--- src/hdl/fdr_pkg.sv ---
// fdr_pkg: widths, constants and sideband types for the Fresnel reflectance pipeline.
// No dependencies; used by fdr_sqrt, fdr_div and fresnel_dielectric_reflectance.
package fdr_pkg;

    localparam int D_W    = 60;   // radicand width
    localparam int Q_W    = 30;   // root width
    localparam int NUM_W  = 62;   // dividend width
    localparam int DEN_W  = 46;   // divisor width
    localparam int QB     = 17;   // quotient bits, result <= 1.0 in Q1.16

    localparam logic [14:0] ONE_Q14 = 15'd16384;
    localparam logic [14:0] ONE_Q12 = 15'd4096;
    localparam logic [16:0] ONE_Q16 = 17'd65536;

    typedef struct packed {
        logic        special;
        logic [14:0] a;
        logic [44:0] b2c;
        logic [29:0] ac;
    } t_sq_side;

    typedef struct packed {
        logic special;
    } t_dv_side;

endpackage

--- src/hdl/fdr_sqrt.sv ---
// fdr_sqrt: pipelined restoring integer square root, one root bit per stage.
// Depends on fdr_pkg.
module fdr_sqrt (
    input  logic                          i_clk,
    input  logic                          i_rst_n,
    input  logic                          i_valid,
    input  logic [fdr_pkg::D_W-1:0]       i_radicand,
    input  fdr_pkg::t_sq_side             i_side,
    output logic                          o_valid,
    output logic [fdr_pkg::Q_W-1:0]       o_root,
    output fdr_pkg::t_sq_side             o_side
);

    logic [fdr_pkg::Q_W:0]   r_vld;
    logic [fdr_pkg::D_W-1:0] r_rem  [0:fdr_pkg::Q_W];
    logic [fdr_pkg::Q_W-1:0] r_root [0:fdr_pkg::Q_W];
    fdr_pkg::t_sq_side       r_side [0:fdr_pkg::Q_W];

    assign r_vld[0]  = i_valid;
    assign r_rem[0]  = i_radicand;
    assign r_root[0] = '0;
    assign r_side[0] = i_side;

    for (genvar g = 0; g < fdr_pkg::Q_W; g++) begin : g_stage
        localparam int B = fdr_pkg::Q_W - 1 - g;
        logic [fdr_pkg::D_W:0] trial;
        // trial = root * 2^(B+1) + 2^(2B); root holds only bits above B
        assign trial = ({{(fdr_pkg::D_W - fdr_pkg::Q_W + 1){1'b0}}, r_root[g]} << (B + 1))
                     | ({{fdr_pkg::D_W{1'b0}}, 1'b1} << (2 * B));

        always_ff @(posedge i_clk) begin
            if (!i_rst_n) begin
                r_vld[g+1] <= 1'b0;
            end else begin
                r_vld[g+1] <= r_vld[g];
            end
            r_side[g+1] <= r_side[g];
            if ({1'b0, r_rem[g]} >= trial) begin
                r_rem[g+1]  <= r_rem[g] - trial[fdr_pkg::D_W-1:0];
                r_root[g+1] <= r_root[g] | (fdr_pkg::Q_W'(1) << B);
            end else begin
                r_rem[g+1]  <= r_rem[g];
                r_root[g+1] <= r_root[g];
            end
        end
    end

    assign o_valid = r_vld[fdr_pkg::Q_W];
    assign o_root  = r_root[fdr_pkg::Q_W];
    assign o_side  = r_side[fdr_pkg::Q_W];

endmodule

--- config.mk ---
export PLATFORM = sky130hd
export DESIGN_NAME = fdr_sqrt
export DESIGN_NICKNAME = d
export VERILOG_FILES = /design/src/hdl/fdr_pkg.sv /design/src/hdl/fdr_sqrt.sv
export SDC_FILE = /design/constraint.sdc
export NUM_CORES = 2
export LEC_CHECK = 0
export BUFFER_PORTS_ARGS = -buffer_cell sky130_fd_sc_hd__buf_2
export CORE_AREA = 2 2 497 499
export CTS_BUF_LIST = sky130_fd_sc_hd__clkbuf_8
export DETAILED_ROUTE_END_ITERATION = 6
export DIE_AREA = 0 0 499 501
export PLACE_DENSITY = 0.73
export REMOVE_ABC_BUFFERS = 1
export SETUP_SLACK_MARGIN = 0.05
export SLEW_MARGIN = 20
export SYNTH_ARGS = -nofsm -noshare
export SYNTH_HDL_FRONTEND = slang
export SYNTH_SLANG_ARGS = --single-unit
--- constraint.sdc ---
create_clock -name i_clk -period 8.97 [get_ports i_clk]
set_input_delay 1.794 -clock i_clk [delete_from_list [all_inputs] [get_ports i_clk]]
set_output_delay 1.794 -clock i_clk [all_outputs]
set_load 0.01 [all_outputs]
Word-level counts from Yosys, hierarchy flattened:

Index checks and enable logic that the tools add are counted.

* register bits: 5400
* bits in latches: 0
* bits in writable memories: 0
* bits in read-only memories: 0
* logic and storage cells: 327
* memories kept: 0

* add/subtract/negate cells: 29
* multiply operators: 0
* divide/modulo/power cells: 0
* $lt $le $gt $ge: 30
* equal/unequal tests: 0
* shift-type cells: 0
* muxes and demuxes: 30
* bitwise operators: 0
* reduce and logical (&&, ||, !) cells: 0

Operators with widths (number)
* two-way mux 60 bit: 29
* greater-or-equal comparator 60 x 31 -> 1 bit: 1
* greater-or-equal comparator 60 x 32 -> 1 bit: 1
* greater-or-equal comparator 60 x 33 -> 1 bit: 1
* greater-or-equal comparator 60 x 34 -> 1 bit: 1
* greater-or-equal comparator 60 x 35 -> 1 bit: 1
* greater-or-equal comparator 60 x 36 -> 1 bit: 1
* greater-or-equal comparator 60 x 37 -> 1 bit: 1
* greater-or-equal comparator 60 x 38 -> 1 bit: 1
* greater-or-equal comparator 60 x 39 -> 1 bit: 1
* greater-or-equal comparator 60 x 40 -> 1 bit: 1
* greater-or-equal comparator 60 x 41 -> 1 bit: 1
* greater-or-equal comparator 60 x 42 -> 1 bit: 1
* greater-or-equal comparator 60 x 43 -> 1 bit: 1
* greater-or-equal comparator 60 x 44 -> 1 bit: 1
* greater-or-equal comparator 60 x 45 -> 1 bit: 1
* greater-or-equal comparator 60 x 46 -> 1 bit: 1
* greater-or-equal comparator 60 x 47 -> 1 bit: 1
* greater-or-equal comparator 60 x 48 -> 1 bit: 1
* greater-or-equal comparator 60 x 49 -> 1 bit: 1
* greater-or-equal comparator 60 x 50 -> 1 bit: 1
* greater-or-equal comparator 60 x 51 -> 1 bit: 1
* greater-or-equal comparator 60 x 52 -> 1 bit: 1
* greater-or-equal comparator 60 x 53 -> 1 bit: 1
* other kinds (37): 37

Logic depth before layout (Yosys ltp):

* depth after elaboration: 2
* mapped depth: 14
* gate-level depth less buffers: 13

Worst setup path after synthesis:

No wires, ideal clock.

* path type: flip-flop to flip-flop
* from: register r_rem[1067] (netlist name)
* to: register r_rem[1009] (netlist name)
* library setup time: 0.127 ns
* arrival: 3.032 ns
* data required time: 8.843 ns
* setup slack: 5.810 ns
* stages on the path, launching flop included: 12
* period minus slack after synthesis: 3.160 ns
* path through: dfxtp_1 -> or4_4 -> or3_1 -> or3_1 -> or3_1 -> or3_1 -> nor4_1 -> nand2_1 -> buf_6 -> nand3b_4 -> nor3_1 -> xor2_1

* word-level cells in the longest chain between the ends: 2

Ends and longest elaborated chain
* start: declaration: line fdr_sqrt.sv:15 `logic [fdr_pkg::D_W-1:0] r_rem [0:fdr_pkg::Q_W];`
* start signal: indexed assignment: line fdr_sqrt.sv:39 `r_rem[g+1] <= r_rem[g] - trial[fdr_pkg::D_W-1:0];`
* start signal: indexed assignment: line fdr_sqrt.sv:42 `r_rem[g+1] <= r_rem[g];`
* subtractor 60 x 47 -> 60 bit or greater-or-equal comparator 60 x 47 -> 1 bit (tied branches): line fdr_sqrt.sv:39, fdr_sqrt.sv:38
* two-way mux 60 bit *: line fdr_sqrt.sv:38 `if ({1'b0, r_rem[g]} >= trial) begin`

Mark *: on every way between the ends. The rest lies on a longest branch, timed or not.
A chain may end at the register's enable or synchronous reset.

Worst setup path in the final report:

* from: register r_root, in the netlist g_stage[25].trial[14]
* to: register r_rem[299] (netlist name)

* word-level cells in the longest chain between the ends: 2

Ends and longest elaborated chain
* start: declaration: line fdr_sqrt.sv:16 `logic [fdr_pkg::Q_W-1:0] r_root [0:fdr_pkg::Q_W];`
* start signal: indexed assignment: line fdr_sqrt.sv:40 `r_root[g+1] <= r_root[g] | (fdr_pkg::Q_W'(1) << B);`
* start signal: indexed assignment: line fdr_sqrt.sv:43 `r_root[g+1] <= r_root[g];`
* subtractor 60 x 35 -> 60 bit or greater-or-equal comparator 60 x 35 -> 1 bit (tied branches): line fdr_sqrt.sv:39, fdr_sqrt.sv:38
* two-way mux 60 bit *: line fdr_sqrt.sv:38

Marked as above.

==> impl_metrics.py <==
metrics = {
    "timing": {
        "min_period_ns": 4.60,
        "fin_crit_sh_pct": 51.3,
        "tightest_slew_ns": 1.05,
        "slew_headroom_pct": 28.0,
        "hold_violations": 0,
        "finalWorstSetupSlack_ns": 4.37,
        "slew_viol_final": 0,
        "fmax_ghz": 0.217,
        "finalSetupTns_ns": 0,
        "fin_skew_ns": 0.101,
        "rsz0062_at_grt": "no",
        "setup_viol": 0,
    },
    "die": {
        "die_h_um": 501,
        "num_io_pins": 276,
        "initial_core_util_pct": 56.8,
        "num_rows": 182,
        "core_area_sq_um": 245000,
        "die_area_sq_um": 250000,
        "die_width_um": 499,
    },
    "run_status": {
        "outcome": "complete, but fails checks",
        "violations": "design-rule violations",
    },
    "clock_tree": {
        "cts_resized": 0,
        "clk_latency_ns": 1.10,
        "clkSinkCount": 4965,
        "clockRootBuffer": "clkbuf_8",
        "cts_tree": "built",
        "cts_hold_buf": 0,
        "cts.htree.levels": 6,
        "cts_buffer_depth": 4,
        "cts_setup_buffers": 0,
        "cts_made_buffers": 722,
        "clk_pin_slew_ns": 0.06,
    },
    "synth": {
        "synth_edf_count": 0,
        "synth_area_leader_cell": "dfxtp_1",
        "synth_top_cell_area_share_pct": 71.5,
        "ys_top_cells_by_count": "dfxtp_1, inv_1, nor2_1",
        "synth_cell_types": 87,
        "synth_area_per_cell_sq_um": 12.4,
        "synth_top_flop_cell": "dfxtp_1",
        "yosysSeqAreaShare_pct": 71.5,
        "syn-cell-area_sq_um": 139000,
        "async_flop_share_pct": 0,
        "synthCells": 11163,
        "ys_top_cells_by_area": "dfxtp_1, ha_1, xnor2_1, xor2_1, a21oi_1",
        "ys_ff_latch": 4965,
        "synthMostInstantiatedCell": "dfxtp_1",
        "ys_warn_count": 0,
    },
    "global_route": {
        "grt_usage_pct": 20.2,
        "antenna_found_initial": 5,
        "grt_pass1_wl_um": 412000,
        "grt_pass1_vias": 81941,
        "grt-ovfl-total": 0,
        "grt_start_max_net_pins": 60,
    },
    "finish": {
        "multiInputGateArea_sq_um": 36000,
        "seq_area_sq_um": 99400,
        "post-route-util_pct": 64.7,
        "syn2layout_area_growth_pct": 14.0,
        "fill_cells": 17747,
        "drive_gt1_share_pct": 12.0,
        "final_cell_area_sq_um": 158000,
        "nets": 12577,
    },
    "pwr": {
        "p_seq_share_pct": 51.4,
        "p_per_area_nw_per_um2": 331,
        "leakage_nw": 71.6,
        "intPower_mw": 38.2,
        "ir_worst_vdd_v": 0.000227,
        "swShare_pct": 27.1,
        "switchingPower_mw": 14.2,
        "comb_power_share_pct": 14.2,
        "pwr-share-clk_pct": 34.4,
    },
    "setup_path": {
        "cp-endpoint": "r_rem[299]",
        "path_class": "reg -> reg",
        "r2r_start": "g_stage[25].trial[14]",
        "required_ns": 9.96,
        "crit_start": "g_stage[25].trial[14]",
        "r2r_slack_ns": 4.37,
        "end_kind": "flip-flop",
        "rr_worst_depth": 12,
        "cp-start-kind": "flip-flop",
        "cp.arrival_ns": 5.59,
        "cp_max_fo": 5,
        "r2r_end": "r_rem[299]",
    },
    "route": {
        "drt-total-wl_um": 256000,
        "antenna_left": 0,
        "drtIter0Drc": 4804,
        "wl_per_cell_um": 16.3,
        "vias_per_cell": 5.04,
        "drt_first_pass_iters": 7,
        "via_count": 79085,
        "drc": 5,
    },
    "placement": {
        "pre_cts_slack_ns": 4.62,
        "io_buffers": 275,
        "dp_hpwl_um": 180000,
        "place_congestion": 0.980,
        "dpl_cell_area_sq_um": 143000,
    },
    "worst_hold_path": {
        "min_path_type": "reg -> reg",
        "hold_depth": 0,
    },
    "job": {
        "drv_cap": 0,
    },
}
worst min-delay path by stage:
stage,start,end
floorplan,r_side[91],o_side[0]
global placement,r_side[740],r_side[649]
detailed placement,r_side[1694],r_side[1603]
CTS,r_side[2168],r_side[2077]
global route,r_side[2168],r_side[2077]
finish,r_side[2168],r_side[2077]
area by class of cell:
class	count	share of cell area [%]
repair buffers	301	0.992
inverters	593	1.41
flip-flops and latches	4965	62.8
clock inverters	354	1.61
multi-input cells	5347	22.8
well taps	3220	2.54
clock buffers	910	7.91
diodes	4	0.00632
metal layers:
layer	vias to the layer above	share of wire (%)	global-route usage, %
met2	2114	50	36.5
met5	-	0	0
li1	39231	-	-
met4	0	3.9	9.62
met3	666	4.7	4.18
met1	37074	41	22.7
sequential cells by signal (all words and copies together), names as in the netlist:
| signal | flops |
|---|---|
| o_root | 30 |
| r_rem | 1740 |
| o_valid | 1 |
| r_side | 2639 |
| g_stage.trial | 435 |
| r_vld | 29 |
| o_side | 91 |
cells in the final DEF, fill, tap and decap left out, drive strengths merged, types with 48 or more instances in the layout:
cell,Yosys,final
nor4b,52,52
mux2,62,62
clkbuf,144,910
ha,493,493
nor2,570,570
clkinv,0,90
xor2,370,370
inv,593,817
o21a,82,82
dfxtp,4965,4965
nor2b,63,63
xnor2,410,410
o21ai,349,349
buf,114,301
nand4,143,143
or3,75,75
a21o,193,193
nand3,140,140
nor3,235,235
nand2,516,516
a21oi,539,539
nand2b,119,119
nor4,307,307
and2,48,48
kinds of logic after synthesis:
group | share of synthesized area, %
AOI/OAI and AO/OA | 6.71
adders and majority gates | 4.44
muxes | 0.576
DFF | 71.5
xor gates and xnor gates | 4.92
buffers and inverters | 2.57
and+or+nand+nor | 9.25
through the flow:
| stage | power (mW) | std cells | hold WS (ns) |
|---|---|---|---|
| after detailed placement | 34.7 | 14426 | 0.312 |
| after floorplan | 32.3 | 10905 | 0.310 |
| final | 52.4 | 15694 | 0.246 |
| after CTS | 53.0 | 15690 | 0.226 |
| after global placement | 34.5 | 14425 | 0.310 |
| after global routing | 55.1 | 15692 | 0.231 |
power groups by stage:
stage               registers (mW)  logic (mW)  clock network [mW]
global route                  27.2        8.27                19.6
floorplan                     26.6        5.70                   0
detailed placement            27.4        7.34                   0
global placement              27.3        7.16                   0
finish                        27.0        7.42                18.1
CTS                           26.9        7.40                18.6
worst max-delay path: stages (launching register included):
cell and delay (ns):
dfxtp_1 0.35, inv_1 0.05, ha_1 0.34, nand4_1 0.31, a2111oi_0 0.93, o21ai_0 0.16
a211oi_1 0.72, o2111a_1 0.37, nor2_1 0.09, o32ai_1 0.63, nor4_1 0.26, nand4b_1 0.19
xnor2_1 0.13
No activity file was read; power rests on OpenSTA's default activity.
