--- src/hdl/fdr_pkg.sv ---
// fdr_pkg: widths, constants and sideband types for the Fresnel reflectance pipeline.
// No dependencies; used by fdr_sqrt, fdr_div and fresnel_dielectric_reflectance.
package fdr_pkg;

    localparam int D_W    = 60;   // radicand width
    localparam int Q_W    = 30;   // root width
    localparam int NUM_W  = 62;   // dividend width
    localparam int DEN_W  = 46;   // divisor width
    localparam int QB     = 17;   // quotient bits, result <= 1.0 in Q1.16

    localparam logic [14:0] ONE_Q14 = 15'd16384;
    localparam logic [14:0] ONE_Q12 = 15'd4096;
    localparam logic [16:0] ONE_Q16 = 17'd65536;

    typedef struct packed {
        logic        special;
        logic [14:0] a;
        logic [44:0] b2c;
        logic [29:0] ac;
    } t_sq_side;

    typedef struct packed {
        logic special;
    } t_dv_side;

endpackage

--- src/hdl/fdr_div.sv ---
// fdr_div: pipelined restoring divider, one quotient bit per stage.
// Depends on fdr_pkg; quotient must fit in QB bits.
module fdr_div (
    input  logic                          i_clk,
    input  logic                          i_rst_n,
    input  logic                          i_valid,
    input  logic [fdr_pkg::NUM_W-1:0]     i_num,
    input  logic [fdr_pkg::DEN_W-1:0]     i_den,
    input  fdr_pkg::t_dv_side             i_side,
    output logic                          o_valid,
    output logic [fdr_pkg::QB-1:0]        o_quot,
    output fdr_pkg::t_dv_side             o_side
);

    logic [fdr_pkg::QB:0]      r_vld;
    logic [fdr_pkg::NUM_W-1:0] r_rem  [0:fdr_pkg::QB];
    logic [fdr_pkg::DEN_W-1:0] r_den  [0:fdr_pkg::QB];
    logic [fdr_pkg::QB-1:0]    r_quot [0:fdr_pkg::QB];
    fdr_pkg::t_dv_side         r_side [0:fdr_pkg::QB];

    assign r_vld[0]  = i_valid;
    assign r_rem[0]  = i_num;
    assign r_den[0]  = i_den;
    assign r_quot[0] = '0;
    assign r_side[0] = i_side;

    for (genvar g = 0; g < fdr_pkg::QB; g++) begin : g_stage
        localparam int K = fdr_pkg::QB - 1 - g;
        logic [fdr_pkg::NUM_W:0] sh;
        assign sh = {{(fdr_pkg::NUM_W + 1 - fdr_pkg::DEN_W){1'b0}}, r_den[g]} << K;

        always_ff @(posedge i_clk) begin
            if (!i_rst_n) begin
                r_vld[g+1] <= 1'b0;
            end else begin
                r_vld[g+1] <= r_vld[g];
            end
            r_side[g+1] <= r_side[g];
            r_den[g+1]  <= r_den[g];
            if ({1'b0, r_rem[g]} >= sh) begin
                r_rem[g+1]  <= r_rem[g] - sh[fdr_pkg::NUM_W-1:0];
                r_quot[g+1] <= r_quot[g] | (fdr_pkg::QB'(1) << K);
            end else begin
                r_rem[g+1]  <= r_rem[g];
                r_quot[g+1] <= r_quot[g];
            end
        end
    end

    assign o_valid = r_vld[fdr_pkg::QB];
    assign o_quot  = r_quot[fdr_pkg::QB];
    assign o_side  = r_side[fdr_pkg::QB];

endmodule

--- config.mk ---
export PLATFORM = sky130hd
export DESIGN_NAME = fdr_div
export DESIGN_NICKNAME = d
export VERILOG_FILES = /design/src/hdl/fdr_pkg.sv /design/src/hdl/fdr_div.sv
export SDC_FILE = /design/constraint.sdc
export NUM_CORES = 2
export LEC_CHECK = 0
export BUFFER_PORTS_ARGS = -buffer_cell sky130_fd_sc_hd__buf_2
export CORE_MARGIN = 3
export CORE_UTILIZATION = 64
export CTS_CLUSTER_DIAMETER = 150
export DETAILED_ROUTE_END_ITERATION = 6
export PLACE_DENSITY = 0.81
export SLEW_MARGIN = 10
export SYNTH_ARGS = -nofsm -noshare
export SYNTH_HDL_FRONTEND = slang
export SYNTH_SLANG_ARGS = --single-unit
--- constraint.sdc ---
create_clock -name i_clk -period 4.6 [get_ports i_clk]
set_input_delay 0.46 -clock i_clk [delete_from_list [all_inputs] [get_ports i_clk]]
set_output_delay 0.46 -clock i_clk [all_outputs]
set_load 0.05 [all_outputs]
[Word level (Yosys, flattened, before mapping)]
Index checks and enable logic that the tools add are counted.
Cells by class
  $add $sub $neg: 16
  $mul: 0
  divide/modulo/power cells: 0
  order comparisons: 17
  eq/ne operators: 0
  shift operators: 0
  muxes and demuxes: 17
  bitwise logic cells: 0
  reductions and logical operators: 0
Operators with widths (number)
  $mux 62: 16
  $ge 62x46->1: 1
  $ge 62x47->1: 1
  $ge 62x48->1: 1
  $ge 62x49->1: 1
  $ge 62x50->1: 1
  $ge 62x51->1: 1
  $ge 62x52->1: 1
  $ge 62x53->1: 1
  $ge 62x54->1: 1
  $ge 62x55->1: 1
  $ge 62x56->1: 1
  $ge 62x57->1: 1
  $ge 62x58->1: 1
  $ge 62x59->1: 1
  $ge 62x60->1: 1
  $ge 62x61->1: 1
  $ge 62x62->1: 1
  $sub 62x47->62: 1
  $sub 62x48->62: 1
  $sub 62x49->62: 1
  $sub 62x50->62: 1
  $sub 62x51->62: 1
  $sub 62x52->62: 1
  other kinds (11): 11
Word-level totals
  flip-flop bits (word level): 2051
  latch bits: 0
  RAM bits: 0
  memory bits (read-only): 0
  bits of input ports: 112
  output and inout port bits: 19
  logic and storage cells: 149
  memories: 0

[Logic depth before layout (Yosys ltp)]
  depth in word-level cells: 2
  mapped depth: 16
  depth with buffers taken out: 15

[Worst setup path before layout]
OpenSTA, ideal clock, no wires.
  path type: input port to flip-flop
  from: input port i_num[16] in the netlist's numbering
  to: register r_rem[1009] in the netlist's numbering
  setup time: 0.121 ns
  arrival: 3.323 ns
  required time: 4.479 ns
  slack: 1.156 ns
  stages on the path: 15
  buffers on the path: 2
  cells stage by stage: inv_1 ha_1 inv_1 fa_1 a21o_1 a221oi_2 a221o_1 o21ai_1 a21o_1 o31ai_4 o31a_1 o21ba_2 buf_4 buf_2 mux2_2
Between the ends
  word-level cells in the longest chain between the ends: 2
  elaborated cells on any way between the ends: 3
  those cells by class: add/sub: 1; order compare: 1; mux: 1
RTL lines
  start: declaration: line fdr_div.sv:7  | input logic [fdr_pkg::NUM_W-1:0] i_num,
  $sub 62x62->62 / $ge 62x62->1 (equally long branches): line fdr_div.sv:41, fdr_div.sv:40
  $mux 62 (*): line fdr_div.sv:40  | if ({1'b0, r_rem[g]} >= sh) begin
  end signal: indexed assignment: line fdr_div.sv:41  | r_rem[g+1] <= r_rem[g] - sh[fdr_pkg::NUM_W-1:0];
  end signal: indexed assignment: line fdr_div.sv:44  | r_rem[g+1] <= r_rem[g];
  end: declaration: line fdr_div.sv:16  | logic [fdr_pkg::NUM_W-1:0] r_rem [0:fdr_pkg::QB];
Mark *: on every way between the ends. The rest lies on a longest branch, timed or not.
A chain may end at the register's enable or synchronous reset.

[Final worst setup path]
  from: register r_den (netlist bit g_stage[2].sh[15])
  to: register r_rem[929] in the netlist's numbering
Between the ends
  word-level cells in the longest chain between the ends: 2
  elaborated cells on any way between the ends: 3
  those cells by class: add/sub: 1; order compare: 1; mux: 1
RTL lines
  start: declaration: line fdr_div.sv:17  | logic [fdr_pkg::DEN_W-1:0] r_den [0:fdr_pkg::QB];
  start signal: indexed assignment: line fdr_div.sv:39  | r_den[g+1] <= r_den[g];
  $sub 62x60->62 / $ge 62x60->1 (equally long branches): line fdr_div.sv:41, fdr_div.sv:40
  $mux 62 (*): line fdr_div.sv:40
Marks and branches as above.

==> flow_summary.json <==
{
  "status": "completed",
  "clockRootBuffer": "clkbuf_16",
  "routed_wl_mm": 266,
  "tightestPinTransition_ns": 1.10,
  "hold_start": "i_num[59]",
  "cts_setup_buffers": 0,
  "sequentialPowerShare_pct": 30.2,
  "worstPathMaxFanout": 3,
  "nNetsFinal": 12300,
  "die_h_um": 393,
  "crit_buf_inv": 1,
  "switching_share_pct": 41.3,
  "ir_drop_uv": 492,
  "fp-row-count": 141,
  "drt_iter0_markers": 5218,
  "synthArstFlopShare_pct": 0,
  "wl_per_cell_um": 19.7,
  "slowest_stage": "o311ai_0",
  "route.vias.total": 81200,
  "clk_path_buf_depth": 3,
  "drt_first_pass_iters": 6,
  "floorplan.core_area_um2": 148000,
  "fmax_ghz": 0.229,
  "initial_core_util_pct": 64.7,
  "hold_depth": 3,
  "netlist_instances": 11200,
  "viasPerCell": 6.01,
  "whs_endpoint": "r_rem[1051]$_DFF_P_",
  "synth_top_family_by_area": "compound AO/OA/AOI/OAI gates",
  "finalHoldViolCount": 0,
  "period_share_pct": 95.1,
  "setup_viol": 0,
  "io-pin-count": 131,
  "syn-cell-area_um2": 96000,
  "synth.area.mux_share_pct": 1.21,
  "crit_path_start_kind": "flop",
  "post-dp-hpwl_mm": 204,
  "synth_compound_area_share_pct": 21.0,
  "seqCellArea_um2": 38300,
  "htree_levels": 4,
  "grt_usage_pct": 33.1,
  "synth-xor-area-share_pct": 6.98,
  "die_area_um2": 155000,
  "place_congestion": 1.10,
  "dpl.cell_count": 13100,
  "clkSinkCount": 1915,
  "cp_top_family": "compound AO/OA/AOI/OAI gates",
  "p_clk_share_pct": 19.6,
  "rsz0062_at_grt": "false",
  "worstReg2RegEnd": "r_rem[929]$_DFF_P_",
  "grt_pass1_wl_mm": 418,
  "cpPeakStageDelay_ns": 0.60,
  "multi_input_area_um2": 52200,
  "r2r_start": "g_stage[2].sh[15]$_DFF_P_",
  "cts-resized-gates": 0,
  "clock_latency_ns": 0.88,
  "endpoint_kind": "flop",
  "ant_nets": 0,
  "ys_seq_elements": 1915,
  "cts_tree": "done",
  "syn_avg_cell_area_um2": 8.56,
  "drive_gt1_share_pct": 7.17,
  "p_leak_nw": 48.4,
  "grt_pass1_vias": 81800,
  "switchingPower_w": 0.0337,
  "fillers": 10800,
  "seq_area_frac_synth_pct": 39.9,
  "ys_types": 100,
  "arrival_ns": 5.09,
  "reg2reg_depth": 12,
  "synth_edf_count": 0,
  "power_density_nw_per_um2": 766,
  "clock_skew_ns": 0.0775,
  "intPower_w": 0.0480,
  "hold_path_class": "in2reg",
  "synth_simple_gate_area_share_pct": 14.6,
  "period_needed_ns": 4.38,
  "antenna_found_initial": 3,
  "cp-startpoint": "g_stage[2].sh[15]$_DFF_P_",
  "die_w_um": 393,
  "drc_errors": 0,
  "rrSetupSlack_ns": 0.22,
  "cp_common_cell": "a21oi_1",
  "synth_nets": 12100,
  "cp_cell_sequence": "inv_1 > ha_1 > nor2b_1 > o31a_1 > o311ai_0 > a21oi_1 > o31ai_1 > o21ai_0 > a21oi_1 > o21ai_0 > a21oi_1 > mux2_2",
  "slew_headroom_pct": 25.8,
  "ys_warn_count": 0,
  "cts_buffers": 190,
  "grt.overflow.total": 0,
  "fin_cells": 13500,
  "grt_max_degree": 86,
  "maxCapViolCount": 0,
  "tns_ns": 0,
  "portBuffers": 130,
  "syn2layout_area_growth_pct": 11.1,
  "slew_violations": 0,
  "path_clk_slew_ns": 0.06,
  "critPathKind": "reg2reg",
  "p_comb_share_pct": 50.2,
  "synth-main-ff-cell": "dfxtp_1",
  "cp.required_ns": 5.31,
  "synthAdderAreaFrac_pct": 10.5
}
==> cells in the mapped netlist (17+ instances only) <==
library cell | instances | share of area (%)
a2111oi_0 | 20 | 0.18
a211o_1 | 27 | 0.25
a211oi_1 | 78 | 0.61
a21boi_0 | 31 | 0.24
a21o_1 | 466 | 3.6
a21oi_1 | 1091 | 5.7
a311oi_1 | 17 | 0.16
a31o_2 | 31 | 0.28
a31oi_1 | 102 | 0.66
a41oi_1 | 24 | 0.22
and2_1 | 73 | 0.48
and3_1 | 68 | 0.44
and4_1 | 25 | 0.23
buf_1 | 21 | 0.082
buf_2 | 42 | 0.22
buf_4 | 23 | 0.18
clkbuf_1 | 369 | 1.4
dfxtp_1 | 1915 | 40
ha_1 | 782 | 10
inv_1 | 996 | 3.9
mux2_2 | 96 | 1.1
nand2_1 | 935 | 3.7
nand2b_1 | 88 | 0.57
nand3_1 | 188 | 0.98
nand4_1 | 236 | 1.5
nor2_1 | 750 | 2.9
nor2b_1 | 121 | 0.79
nor3_1 | 178 | 0.93
nor4_1 | 87 | 0.57
o211ai_1 | 51 | 0.40
o21a_1 | 89 | 0.70
o21ai_0 | 761 | 4.0
o21bai_1 | 144 | 1.1
o31a_1 | 20 | 0.18
o31ai_1 | 75 | 0.59
or2_2 | 32 | 0.21
or3_1 | 44 | 0.29
or4_1 | 29 | 0.23
xnor2_1 | 453 | 4.1
xor2_1 | 313 | 2.9
==> how the worst max path moves through the flow <==
stage               depth (start not counted)  slack, ns                   to
finish                                     12       0.22   r_rem[929]$_DFF_P_
CTS                                        12       0.39   r_rem[554]$_DFF_P_
floorplan                                  15       1.16  r_rem[1009]$_DFF_P_
global placement                           13       0.31  r_rem[1051]$_DFF_P_
detailed placement                         13       0.22  r_rem[1051]$_DFF_P_
global route                               12       0.07   r_rem[929]$_DFF_P_
==> cells by family (layout without fill, tap and decap cells) <==
family,count (synthesis),after routing
adders and majority gates,798,798
and+or+nand+nor,2935,2935
buffers and inverters,1459,1754
xor gates and xnor gates,766,766
other,0,4
muxes,104,104
DFF,1915,1915
AOI/OAI and AO/OA,3238,3238
==> layout make-up <==
class                           count  area share (%)
Multi-Input combinational cell   7841            48.9
Sequential cell                  1915            35.9
Clock buffer                      251            4.90
Inverter                         1003            3.53
Timing Repair Buffer              410            3.03
Tap cell                         2002            2.35
Clock inverter                     90            1.35
Antenna cell                        4         0.00938
==> metrics by stage <==
step	setup WS, ns	hold WS [ns]	total power [W]	utilization (%)	cell area, µm²
after detailed placement	0.224	0.312	0.0645	66.7	98900
final	0.225	0.0681	0.0818	71.9	107000
after floorplan	1.16	0.310	0.0544	-	96000
after global routing	0.0655	0.0463	0.0871	71.9	107000
after CTS	0.389	0.0159	0.0809	71.9	107000
after global placement	0.311	0.310	0.0634	66.7	98900
==> worst register-to-register path: cells and delay by family (launching register included) <==
| family | cells | cell delay (ns) |
|---|---|---|
| adders and majority gates | 1 | 0.31 |
| buffers and inverters | 1 | 0.08 |
| AOI/OAI and AO/OA | 8 | 2.98 |
| muxes | 1 | 0.36 |
| DFF | 1 | 0.33 |
| and+or+nand+nor | 1 | 0.16 |
==> sequential cells by signal, summed over array words and instances, names as in the netlist <==
| signal | count |
|---|---|
| r_rem | 992 |
| g_stage.sh | 736 |
| r_quot | 136 |
| o_quot | 17 |
| r_side | 16 |
| r_vld | 16 |
| o_side | 1 |
| o_valid | 1 |
==> what timing repair did <==
action / CTS / global route
hold endpoints to repair: 125 / 0
hold buffers: 111 / 0
endpoints found under the setup margin: 0 / 0
==> metal layers <==
layer  vias to the layer above  GRT usage (%)  wire [µm]
li1                      39400              -          -
met1                     37300           31.3      91300
met2                      3406           64.1     139000
met3                      1107           3.71      11500
met4                         0           26.4      23800
met5                         -              0          0
==> power groups by stage <==
stage	sequential, W	clock [W]	combinational, W
after floorplan	0.0237	0	0.0306
after global placement	0.0248	0	0.0386
after detailed placement	0.0248	0	0.0397
after CTS	0.0245	0.0162	0.0402
after global routing	0.0251	0.0169	0.0451
final	0.0247	0.0160	0.0411
==> cell usage in the layout (no fill, tap or decap), types with 24 or more instances in the layout <==
cell / n
o21bai_1: 144
nor2_1: 750
buf_4: 153
clkbuf_1: 37
nor2b_1: 121
nor3_1: 177
clkbuf_8: 24
nand2_1: 935
clkbuf_16: 190
nor4_1: 83
xnor2_1: 453
nand2b_1: 88
a31oi_1: 102
nand4_1: 236
a211o_1: 27
and3_1: 68
dlygate4sd3_1: 111
a31o_2: 30
and2_1: 73
a21o_1: 466
ha_1: 782
buf_2: 130
a21boi_0: 31
and4_1: 25
inv_1: 996
xor2_1: 313
dfxtp_1: 1915
nand3_1: 188
o21ai_0: 761
or3_1: 44
or4_1: 29
mux2_2: 96
a41oi_1: 24
clkinv_2: 37
a211oi_1: 78
o31ai_1: 75
a21oi_1: 1090
or2_2: 32
o21a_1: 88
o211ai_1: 51
Note: power is estimated with default switching activity, not from simulation.
